--- src/sv/mrwr_pkg.sv ---
`default_nettype none

package mrwr_pkg;

    localparam int SAMPLE_WIDTH_DEF = 16;
    localparam int REFL_W           = 16;
    localparam int MASK_W           = 8;
    localparam int SLOT_W           = 4;
    localparam int ACC_W            = 21;
    localparam int CFG_IDX_W        = 2;
    localparam int CFG_DATA_W       = 16;

    // Division by nine: floor(x / 9) == (x * DIV9_MUL) >> DIV9_SHIFT for x < 2**21.
    localparam int               DIV9_SHIFT = 24;
    localparam logic [ACC_W-1:0] DIV9_MUL   = 21'd1864136;
    localparam logic [ACC_W-1:0] ROUND_HALF = 21'd4;

    localparam logic [REFL_W-1:0] REFL_FILL_RESET = 16'hD8F1;
    localparam logic [MASK_W-1:0] MASK_FILL_RESET = 8'hFF;

    typedef enum logic [1:0] {
        CMD_BOX      = 2'd0,
        CMD_WEIGHTED = 2'd1,
        CMD_MASK     = 2'd2,
        CMD_UNUSED   = 2'd3
    } t_cmd;

    localparam logic [CFG_IDX_W-1:0] REG_REFL_FILL = 2'd0;
    localparam logic [CFG_IDX_W-1:0] REG_MASK_FILL = 2'd1;

    typedef struct packed {
        t_cmd                      command;
        logic signed [REFL_W-1:0]  refl_sample;
        logic [MASK_W-1:0]         mask_byte;
        logic [SLOT_W-1:0]         slot;
        logic                      row_phase;
        logic                      col_phase;
        logic                      last;
    } t_in;

    typedef struct packed {
        logic signed [REFL_W-1:0]  out_value;
        logic                      out_is_fill;
    } t_out;

    typedef struct packed {
        logic                      is_mask;
        logic                      fill;
        logic signed [ACC_W-1:0]   sum;
        logic [MASK_W-1:0]         mask_byte;
    } t_win;

endpackage

`default_nettype wire

--- src/sv/mrwr_acc.sv ---
`default_nettype none

module mrwr_acc #(
    parameter int SAMPLE_WIDTH = mrwr_pkg::SAMPLE_WIDTH_DEF
) (
    input  logic                              i_clk,
    input  logic                              i_rst_n,
    input  logic                              i_in_valid,
    input  mrwr_pkg::t_in                     i_in_data,
    output logic                              o_in_stall,
    input  logic [mrwr_pkg::REFL_W-1:0]       i_refl_fill,
    input  logic [mrwr_pkg::MASK_W-1:0]       i_mask_fill,
    output logic                              o_win_valid,
    output mrwr_pkg::t_win                    o_win,
    input  logic                              i_win_stall
);
    import mrwr_pkg::*;

    logic                      r_in_valid;
    t_in                       r_in;
    logic signed [ACC_W-1:0]   r_acc;
    logic                      r_fill;
    logic [5:0]                r_bits;
    logic [1:0]                r_level;
    logic                      r_win_valid;
    t_win                      r_win;

    logic signed [ACC_W-1:0]   n_acc;
    logic                      n_fill;
    logic [5:0]                n_bits;
    logic [1:0]                n_level;

    logic                      is_refl;
    logic                      is_mask;
    logic                      is_unused;
    logic                      win_free;
    logic                      in_take;
    logic                      step;
    logic                      win_load;
    logic signed [SAMPLE_WIDTH-1:0] sample_s;
    logic signed [ACC_W-1:0]   sample_ext;
    logic signed [ACC_W-1:0]   contrib;
    logic [1:0]                shift;

    assign is_refl   = (r_in.command == CMD_BOX) || (r_in.command == CMD_WEIGHTED);
    assign is_mask   = (r_in.command == CMD_MASK);
    assign is_unused = (r_in.command == CMD_UNUSED);

    assign win_free   = !r_win_valid || !i_win_stall;
    assign in_take    = r_in_valid && (is_unused || !r_in.last || win_free);
    assign o_in_stall = r_in_valid && !in_take;
    assign step       = in_take && !is_unused;
    assign win_load   = step && r_in.last;

    always_comb begin
        sample_s   = r_in.refl_sample[SAMPLE_WIDTH-1:0];
        sample_ext = ACC_W'(sample_s);
        shift      = 2'd0;
        if (r_in.command == CMD_WEIGHTED) begin
            shift = 2'(r_in.slot[1] == r_in.row_phase) + 2'(r_in.slot[0] == r_in.col_phase);
        end
        contrib = sample_ext <<< shift;

        n_acc   = is_refl ? r_acc + contrib : r_acc;
        n_fill  = r_fill
                  || (is_refl && (r_in.refl_sample[SAMPLE_WIDTH-1:0]
                                  == i_refl_fill[SAMPLE_WIDTH-1:0]))
                  || (is_mask && (r_in.mask_byte == i_mask_fill));
        n_bits  = is_mask ? (r_bits | r_in.mask_byte[5:0]) : r_bits;
        n_level = (is_mask && (r_in.mask_byte[7:6] > r_level)) ? r_in.mask_byte[7:6] : r_level;
    end

    always_ff @(posedge i_clk) begin
        if (!i_rst_n) begin
            r_in_valid  <= 1'b0;
            r_acc       <= '0;
            r_fill      <= 1'b0;
            r_bits      <= '0;
            r_level     <= '0;
            r_win_valid <= 1'b0;
        end else begin
            if (!o_in_stall) begin
                r_in_valid <= i_in_valid;
            end
            if (step) begin
                if (r_in.last) begin
                    r_acc   <= '0;
                    r_fill  <= 1'b0;
                    r_bits  <= '0;
                    r_level <= '0;
                end else begin
                    r_acc   <= n_acc;
                    r_fill  <= n_fill;
                    r_bits  <= n_bits;
                    r_level <= n_level;
                end
            end
            if (win_load) begin
                r_win_valid <= 1'b1;
            end else if (!i_win_stall) begin
                r_win_valid <= 1'b0;
            end
        end
    end

    always_ff @(posedge i_clk) begin
        if (!o_in_stall) begin
            r_in <= i_in_data;
        end
        if (win_load) begin
            r_win.is_mask   <= is_mask;
            r_win.fill      <= n_fill;
            r_win.sum       <= n_acc;
            r_win.mask_byte <= {n_level, n_bits};
        end
    end

    assign o_win_valid = r_win_valid;
    assign o_win       = r_win;

endmodule

`default_nettype wire

--- src/sv/mrwr_div9.sv ---
`default_nettype none

module mrwr_div9 #(
    parameter int SAMPLE_WIDTH = mrwr_pkg::SAMPLE_WIDTH_DEF
) (
    input  logic                              i_clk,
    input  logic                              i_rst_n,
    input  logic                              i_win_valid,
    input  mrwr_pkg::t_win                    i_win,
    output logic                              o_win_stall,
    input  logic [mrwr_pkg::REFL_W-1:0]       i_refl_fill,
    input  logic [mrwr_pkg::MASK_W-1:0]       i_mask_fill,
    output logic                              o_out_valid,
    output mrwr_pkg::t_out                    o_out_data,
    input  logic                              i_out_stall
);
    import mrwr_pkg::*;

    localparam int PROD_W = 2 * ACC_W;
    localparam int QA_W   = PROD_W - DIV9_SHIFT;
    localparam int QS_W   = QA_W + 1;
    localparam logic signed [QS_W-1:0] Q_HI = QS_W'((2 ** (SAMPLE_WIDTH - 1)) - 1);
    localparam logic signed [QS_W-1:0] Q_LO = -Q_HI - QS_W'(1);

    typedef struct packed {
        logic [ACC_W-1:0]   mag;
        logic               neg;
        logic               is_mask;
        logic               fill;
        logic [MASK_W-1:0]  mask_byte;
    } t_div;

    logic                      r_div_valid;
    t_div                      r_div;
    logic                      r_out_valid;
    t_out                      r_out;

    logic                      out_free;
    logic                      div_free;
    logic [ACC_W-1:0]          abs_sum;
    logic [PROD_W-1:0]         prod;
    logic [QA_W-1:0]           qa;
    logic signed [QS_W-1:0]    qs;
    logic signed [QS_W-1:0]    sat;
    logic signed [SAMPLE_WIDTH-1:0] fill_s;
    logic signed [REFL_W-1:0]  n_value;

    assign out_free    = !r_out_valid || !i_out_stall;
    assign div_free    = !r_div_valid || out_free;
    assign o_win_stall = !div_free;

    assign abs_sum = i_win.sum[ACC_W-1] ? ACC_W'(-i_win.sum) : ACC_W'(i_win.sum);

    always_comb begin
        prod = PROD_W'(r_div.mag) * PROD_W'(DIV9_MUL);
        qa   = prod[PROD_W-1:DIV9_SHIFT];
        qs   = r_div.neg ? -QS_W'(qa) : QS_W'(qa);
        if (qs > Q_HI) begin
            sat = Q_HI;
        end else if (qs < Q_LO) begin
            sat = Q_LO;
        end else begin
            sat = qs;
        end
        fill_s = i_refl_fill[SAMPLE_WIDTH-1:0];
        if (r_div.is_mask) begin
            n_value = r_div.fill ? REFL_W'(i_mask_fill) : REFL_W'(r_div.mask_byte);
        end else begin
            n_value = r_div.fill ? REFL_W'(fill_s) : sat[REFL_W-1:0];
        end
    end

    always_ff @(posedge i_clk) begin
        if (!i_rst_n) begin
            r_div_valid <= 1'b0;
            r_out_valid <= 1'b0;
        end else begin
            if (div_free) begin
                r_div_valid <= i_win_valid;
            end
            if (out_free) begin
                r_out_valid <= r_div_valid;
            end
        end
    end

    always_ff @(posedge i_clk) begin
        if (div_free) begin
            r_div.mag       <= abs_sum + ROUND_HALF;
            r_div.neg       <= i_win.sum[ACC_W-1];
            r_div.is_mask   <= i_win.is_mask;
            r_div.fill      <= i_win.fill;
            r_div.mask_byte <= i_win.mask_byte;
        end
        if (out_free) begin
            r_out.out_value   <= n_value;
            r_out.out_is_fill <= r_div.fill;
        end
    end

    assign o_out_valid = r_out_valid;
    assign o_out_data  = r_out;

endmodule

`default_nettype wire

--- src/sv/multires_window_resampler.sv ---
// A window's result passes through the window, divide and output registers after the edge that accepts its last sample.
// Throughput: one sample per cycle while no stall comes back from the output, set by the accumulator update.
// The divide by nine runs as a two-stage reciprocal multiply behind the accumulator.
// Reset is synchronous and active low: it empties all stages, clears the window state
// and loads the fill registers with -9999 and 255; no clearing pass follows.
`default_nettype none

module multires_window_resampler #(
    parameter int SAMPLE_WIDTH = mrwr_pkg::SAMPLE_WIDTH_DEF
) (
    input  logic                                i_clk,
    input  logic                                i_rst_n,
    input  logic                                i_in_valid,
    input  mrwr_pkg::t_in                       i_in_data,
    output logic                                o_in_stall,
    output logic                                o_out_valid,
    output mrwr_pkg::t_out                      o_out_data,
    input  logic                                i_out_stall,
    input  logic                                i_cfg_valid,
    output logic                                o_cfg_ready,
    input  logic [mrwr_pkg::CFG_IDX_W-1:0]      i_cfg_index,
    input  logic [mrwr_pkg::CFG_DATA_W-1:0]     i_cfg_data
);
    import mrwr_pkg::*;

    logic [REFL_W-1:0] r_refl_fill;
    logic [MASK_W-1:0] r_mask_fill;
    logic              win_valid;
    t_win              win;
    logic              win_stall;

    assign o_cfg_ready = 1'b1;

    always_ff @(posedge i_clk) begin
        if (!i_rst_n) begin
            r_refl_fill <= REFL_FILL_RESET;
            r_mask_fill <= MASK_FILL_RESET;
        end else if (i_cfg_valid && o_cfg_ready) begin
            unique case (i_cfg_index)
                REG_REFL_FILL: begin
                    r_refl_fill <= i_cfg_data[REFL_W-1:0];
                end
                REG_MASK_FILL: begin
                    r_mask_fill <= i_cfg_data[MASK_W-1:0];
                end
                default: begin
                end
            endcase
        end
    end

    mrwr_acc #(
        .SAMPLE_WIDTH (SAMPLE_WIDTH)
    ) u_acc (
        .i_clk       (i_clk),
        .i_rst_n     (i_rst_n),
        .i_in_valid  (i_in_valid),
        .i_in_data   (i_in_data),
        .o_in_stall  (o_in_stall),
        .i_refl_fill (r_refl_fill),
        .i_mask_fill (r_mask_fill),
        .o_win_valid (win_valid),
        .o_win       (win),
        .i_win_stall (win_stall)
    );

    mrwr_div9 #(
        .SAMPLE_WIDTH (SAMPLE_WIDTH)
    ) u_div9 (
        .i_clk       (i_clk),
        .i_rst_n     (i_rst_n),
        .i_win_valid (win_valid),
        .i_win       (win),
        .o_win_stall (win_stall),
        .i_refl_fill (r_refl_fill),
        .i_mask_fill (r_mask_fill),
        .o_out_valid (o_out_valid),
        .o_out_data  (o_out_data),
        .i_out_stall (i_out_stall)
    );

endmodule

`default_nettype wire

--- config.mk ---
export PLATFORM = sky130hd
export DESIGN_NAME = multires_window_resampler
export DESIGN_NICKNAME = d
export VERILOG_FILES = /design/src/sv/mrwr_pkg.sv /design/src/sv/mrwr_acc.sv /design/src/sv/mrwr_div9.sv /design/src/sv/multires_window_resampler.sv
export SDC_FILE = /design/constraint.sdc
export NUM_CORES = 1
export LEC_CHECK = 0
export ABC_AREA = 1
export ABC_CLOCK_PERIOD_IN_PS = 18700
export BUFFER_PORTS_ARGS = -buffer_cell sky130_fd_sc_hd__buf_2
export CAP_MARGIN = 20
export CORE_ASPECT_RATIO = 1.2
export CORE_MARGIN = 2
export CORE_UTILIZATION = 60
export CTS_BUF_LIST = sky130_fd_sc_hd__clkbuf_4 sky130_fd_sc_hd__clkbuf_8
export CTS_CLUSTER_DIAMETER = 200
export CTS_CLUSTER_SIZE = 20
export DETAILED_ROUTE_END_ITERATION = 10
export PLACE_DENSITY = 0.84
export SLEW_MARGIN = 5
export SYNTH_ARGS = -nofsm -noshare
export SYNTH_HDL_FRONTEND = slang
export SYNTH_SLANG_ARGS = --single-unit
--- constraint.sdc ---
create_clock -name i_clk -period 18.7 [get_ports i_clk]
set_input_delay 5.61 -clock i_clk [delete_from_list [all_inputs] [get_ports i_clk]]
set_output_delay 5.61 -clock i_clk [all_outputs]
set_load 0.02 [all_outputs]
==> flow_metrics.py, run 1 <==
metrics = {
    "status": {
        "status": "complete, no violations",
    },
    "synth": {
        "synth_cell_types": 52,
        "ys_warn_count": 0,
        "syn_area_sq_um": 15600,
        "synth_top_flop_cell": "edfxtp_1",
        "seq_area_frac_synth_pct": 28.8,
        "async_reset_ff_share_pct": 0,
        "synth_top_area_share_pct": 21.4,
        "synth_edf_count": 111,
        "syn-num-nets": 2299,
        "yosysTopAreaCell": "edfxtp_1",
        "syn_avg_cell_area_sq_um": 7.92,
        "synth_area_leaders": "edfxtp_1, ha_1, nand2_1",
        "ys_seq_elements": 169,
        "syn_inst": 1971,
    },
    "clock_network": {
        "cts_tree": "built",
        "clk_pin_slew_ns": 0.10,
        "clock-root-buffer": "clkbuf_8",
        "post_cts_buffers": 0,
        "ctsResizeCount": 0,
        "numCtsBuffers": 17,
        "clk_latency_ns": 0.48,
        "cts.sinks": 169,
        "hold_buffers": 0,
        "cts_buffer_depth": 2,
        "cts-htree-levels": 4,
    },
    "floorplanning": {
        "dieArea_sq_um": 27300,
        "boundaryPins": 76,
        "num_rows": 64,
        "start_util_pct": 61.1,
        "die_x_um": 151,
        "core_sq_um": 25500,
        "die_y_um": 181,
    },
    "placed_design": {
        "dpl.hpwl_um": 31300,
        "io_buffers": 72,
        "gp_congestion": 0.979,
    },
    "timing": {
        "final-max-slew-violation-count": 0,
        "rsz0062_at_grt": "false",
        "tightest_slew_ns": 0.976,
        "period_needed_ns": 12.75,
        "max_freq_mhz": 78.4,
        "slew_headroom_pct": 34.8,
        "skew_ns": 0.0212,
        "fin_setup_tns_ns": 0,
        "hold_violations": 0,
        "setup-violations-final": 0,
        "fin_crit_sh_pct": 68.2,
    },
    "routing": {
        "vias_per_cell": 5.60,
        "vias": 13300,
        "drc": 0,
        "finalWirelength_um": 39100,
        "ant_nets": 0,
        "drtPass1Iterations": 6,
        "drt-initial-drc-count": 985,
        "routedWlPerCell_um": 16.4,
    },
    "cells_and_area": {
        "n_antenna_cell": 0,
        "area_growth_pct": 7.25,
        "num-fill-cells": 2011,
        "multi_input_area_sq_um": 9600,
        "final_nets": 2362,
        "drive_above_1_share_pct": 8.45,
        "seq_area_sq_um": 4490,
    },
    "global_route": {
        "grt_max_degree": 34,
        "antenna_found_initial": 0,
        "grt_pass1_wl_um": 64000,
        "grt_pass1_vias": 13300,
        "track_usage_pct": 29.9,
        "gr-total-overflow": 0,
    },
    "critical_path": {
        "reg2reg_depth": 33,
        "endpoint_kind": "output pin",
        "cp-endpoint": "o_in_stall",
        "r2r-end": "u_div9.o_out_data[1]",
        "critPathMaxFanout": 19,
        "required_ns": 13.09,
        "r2r-start": "u_div9.r_div[14]",
        "critical_path_class": "in2out",
        "cp.arrival_ns": 7.14,
        "startpoint": "i_out_stall",
        "crit_path_start_kind": "input pin",
        "reg2reg_slack_ns": 11.60,
    },
    "run": {
        "max_cap_violations": 0,
    },
    "worst_hold_path": {
        "hold_path_class": "reg2reg",
    },
}
## registers in the layout, summed over array words and instances (netlist names), 2 cells and up
name               count
u_acc.o_win           31
u_acc.r_bits           6
r_mask_fill            8
u_acc.r_in            15
u_div9.o_out_data     17
r_refl_fill           16
u_acc.r_level          2
u_acc.sample_s        16
u_acc.r_acc           21
u_div9.r_div          32
## cells in the final DEF (no fill, tap or decap), types with 14 or more instances in the layout
cell type and n:
clkbuf_8 17, nor2_1 111, xnor2_1 21, o21ai_0 100
nand2_1 520, fa_1 95, or2_2 14, inv_1 362
dfxtp_1 58, nand2_2 15, ha_1 177, a21oi_1 100
xor2_1 51, nand4_1 20, edfxtp_1 111, nand3_1 75
buf_2 72
## worst min-delay path by stage
stage | to | from | depth (start not counted) | slack [ns]
floorplan | u_div9.r_div[0] | u_acc.o_win[0] | 0 | 0.40
global placement | u_div9.r_div[8] | u_acc.o_win[29] | 0 | 0.40
detailed placement | u_div9.r_div[7] | u_acc.o_win[7] | 0 | 0.41
CTS | u_div9.r_div[8] | u_acc.o_win[29] | 0 | 0.43
global route | u_div9.r_div[7] | u_acc.o_win[7] | 0 | 0.44
finish | u_div9.r_div[9] | u_acc.o_win[30] | 0 | 0.43
## metal layers
| metal | vias to the layer above | wire, um | GRT usage (%) |
|---|---|---|---|
| met5 | - | 0 | 0 |
| met4 | 0 | 2480 | 18.4 |
| met3 | 168 | 2730 | 6.49 |
| met2 | 559 | 19200 | 50.6 |
| met1 | 6167 | 14700 | 33.9 |
| li1 | 6409 | - | - |
## cell families after synthesis
family / share of synthesized area, %
multiplexers: 0.192
AND/OR/NAND/NOR: 21.7
other: 0.0240
XOR/XNOR: 4.04
flip-flops: 28.8
AO/OA/AOI/OAI: 9.13
buffers and inverters: 9.74
adder cells (fa/ha/maj): 26.4
## critical path, cell delays in order
cell and delay [ns]:
buf_2 0.07, nand2_1 0.45, nor2_1 0.23, inv_1 0.07, nor2_1 0.22, nand2_1 0.11, nor2_1 0.17, buf_2 0.20
## cells in the mapped netlist, drive strengths merged (4+ instances only)
cell type / instances
edfxtp: 111
o22ai: 5
clkbuf: 28
fa: 95
a21boi: 4
o21bai: 4
xor2: 51
nor2: 123
nand2: 535
o211ai: 11
inv: 365
or2: 14
buf: 5
xnor2: 21
nor4: 5
o21ai: 102
a21oi: 108
nand3: 81
dfxtp: 58
nor3: 12
ha: 177
and2: 4
nand4: 21
a21o: 5
## area by class of cell
type                    instances  share of cell area (%)
inverters                     367                    8.23
clock inverters                15                    1.14
flip-flops and latches        169                    26.8
well taps                     330                    2.47
clock buffers                  17                    1.40
repair buffers                 77                    2.62
multi-input cells            1402                    57.3
## metrics by stage
stage | utilization [%] | instances | cell area [sq um] | hold slack, ns | setup slack (ns)
after detailed placement | 63.8 | 2344 | 16300 | 0.408 | 5.97
after CTS | 65.4 | 2376 | 16700 | 0.431 | 5.96
after global routing | 65.5 | 2377 | 16700 | 0.441 | 5.78
after floorplan | - | 1971 | 15600 | 0.400 | 5.89
final | 65.5 | 2377 | 16700 | 0.430 | 5.95
after global placement | 63.7 | 2343 | 16300 | 0.403 | 6.02
Power of run 1 is not shown: default switching activity piles up to over one toggle a cycle in this logic, so the estimate is an artifact.
==> inputs of run 2 (changes only) <==
--- a/config.mk
+++ b/config.mk
@@ -6,7 +6,7 @@
 export NUM_CORES = 1
 export LEC_CHECK = 0
 export ABC_AREA = 1
-export ABC_CLOCK_PERIOD_IN_PS = 18700
+export ABC_CLOCK_PERIOD_IN_PS = 12660
 export BUFFER_PORTS_ARGS = -buffer_cell sky130_fd_sc_hd__buf_2
 export CAP_MARGIN = 20
 export CORE_ASPECT_RATIO = 1.2
==> constraint.sdc (replaced) <==
create_clock -name i_clk -period 12.66 [get_ports i_clk]
set_input_delay 3.798 -clock i_clk [delete_from_list [all_inputs] [get_ports i_clk]]
set_output_delay 3.798 -clock i_clk [all_outputs]
set_load 0.02 [all_outputs]
==> run 2 against run 1 <==
Net effect: sequential share of layout area about the same; core utilization down 0.073 points; cell area down 0.11%; worst setup slack worse by 2.4 ns; first-iteration DRC count down 0.41%; clock skew up 0.0078 ns; count of clock-buffer cells in the layout unchanged; register-to-register slack worse by 6.0 ns; non-clock buffer count unchanged; flip-flop and latch count unchanged; critical path depth unchanged; critical endpoint unchanged; highest routed layer unchanged.
==> flow_metrics.py, run 2 (synthesized netlist as in run 1, its figures left out) <==
metrics = {
    "status": {
        "status": "complete, no violations",
    },
    "critical_path": {
        "cp.arrival_ns": 5.32,
        "crit_path_frequent_cell": "nor2_1",
        "required_ns": 8.86,
        "cpMaxStageDelayCell": "nand2_1",
        "crit_path_start_kind": "input pin",
        "critPathMaxFanout": 19,
        "endpoint_kind": "output pin",
        "reg2reg_depth": 33,
        "critical_path_class": "in2out",
        "cp_slowest_stage_delay_ns": 0.43,
        "path_cells": "buf_2 > nand2_1 > nor2_1 > inv_1 > nor2_1 > nand2_1 > nor2_1 > buf_2",
    },
    "global_route": {
        "track_usage_pct": 30.0,
        "grt_pass1_vias": 13100,
        "use_met2_pct": 52.4,
        "grt_pass1_wl_um": 64500,
        "busiest_layer": "met2",
        "grt_use_met3_pct": 4.39,
        "gr-total-overflow": 0,
        "antenna_found_initial": 0,
        "grt_max_degree": 34,
        "grtUsageMet1_pct": 35.4,
    },
    "cells_and_area": {
        "layout_commonest_cell": "nand2_1",
        "layout_common_cells": "nand2_1, inv_1, ha_1",
        "area_growth_pct": 7.13,
        "largest_register_ffs": 32,
        "num-fill-cells": 2163,
        "n_antenna_cell": 0,
        "largest-register": "u_div9.r_div",
        "final_nets": 2362,
        "final-instance-count-excl-fill": 2377,
        "drive_above_1_share_pct": 8.45,
    },
    "timing": {
        "max_freq_mhz": 110,
        "hold_violations": 0,
        "rsz0062_at_grt": "false",
        "fin_setup_tns_ns": 0,
        "final-max-slew-violation-count": 0,
        "fin_crit_sh_pct": 72.0,
        "slew_headroom_pct": 34.5,
        "period_needed_ns": 9.12,
        "skew_ns": 0.0290,
        "tightest_slew_ns": 0.980,
        "setup-violations-final": 0,
        "postLayoutSetupSlackWorst_ns": 3.54,
    },
    "clock_network": {
        "ctsResizeCount": 0,
        "cts_buffer_depth": 2,
        "cts-htree-levels": 4,
        "hold_buffers": 0,
        "numCtsBuffers": 17,
        "clock-root-buffer": "clkbuf_8",
        "post_cts_buffers": 0,
        "cts_tree": "built",
        "cts.sinks": 169,
        "clk_pin_slew_ns": 0.12,
        "clk_latency_ns": 0.48,
    },
    "routing": {
        "finalWirelength_um": 39100,
        "routedWlPerCell_um": 16.4,
        "ant_nets": 0,
        "vias": 12900,
        "drc": 0,
        "drtPass1Iterations": 6,
        "vias_per_cell": 5.43,
        "drt-initial-drc-count": 981,
    },
    "worst_hold_path": {
        "hold_path_class": "reg2reg",
        "min_path_cells": 0,
    },
    "floorplanning": {
        "num_rows": 64,
        "dieArea_sq_um": 27300,
        "die_y_um": 181,
        "die_x_um": 151,
        "core_sq_um": 25500,
        "boundaryPins": 76,
        "start_util_pct": 61.1,
    },
    "placed_design": {
        "dpl.hpwl_um": 32000,
        "dpl_worst_slack_ns": 3.55,
        "io_buffers": 72,
        "gp_congestion": 0.954,
        "dp.cells": 2344,
    },
    "run": {
        "max_cap_violations": 0,
    },
}
## run 2: changes by cell type in the layout (fill, tap and decap cells not counted)
| cell | change |
|---|---|
| clkinv_4 | -1 |
| clkinv_8 | -1 |
| clkinv_2 | +1 |
| inv_6 | +2 |
| inv_12 | -1 |
## run 2: final cells by class
| type | instances | area [sq um] | area share [%] |
|---|---|---|---|
| clock buffer | 17 | 234 | 1.40 |
| sequential | 169 | 4490 | 26.9 |
| timing repair buffer | 77 | 438 | 2.62 |
| inverter | 367 | 1380 | 8.24 |
| clock inverter | 15 | 171 | 1.02 |
| tap | 330 | 413 | 2.47 |
| multi-input combinational | 1402 | 9600 | 57.4 |
## run 2: final timing paths
check                   startpoint                    to  slack, ns
setup / recovery       i_out_stall            o_in_stall       3.54
hold / removal      u_acc.o_win[0]       u_div9.r_div[0]       0.43
setup reg to reg  u_div9.r_div[14]  u_div9.o_out_data[7]       5.63
hold reg to reg     u_acc.o_win[0]       u_div9.r_div[0]       0.43
## run 2: worst max-delay path, delay by kind of cell
kind          cells  cell delay [ns]
buf+inv           3             0.36
simple gates      5             1.15
## run 2: metrics by stage
step / area, sq um / util, % / hold slack [ns]
floorplan: 15600 / - / 0.400
global placement: 16300 / 63.7 / 0.403
CTS: 16700 / 65.4 / 0.433
global route: 16700 / 65.5 / 0.439
finish: 16700 / 65.5 / 0.430
detailed placement: 16300 / 63.8 / 0.408
## run 2: metal layers
metal	vias up	part of all wire, %
met5	-	0
met4	0	5.9
met3	127	5.5
met2	432	50
met1	5914	39
li1	6427	-
Power of run 2 is left out for the same reason.
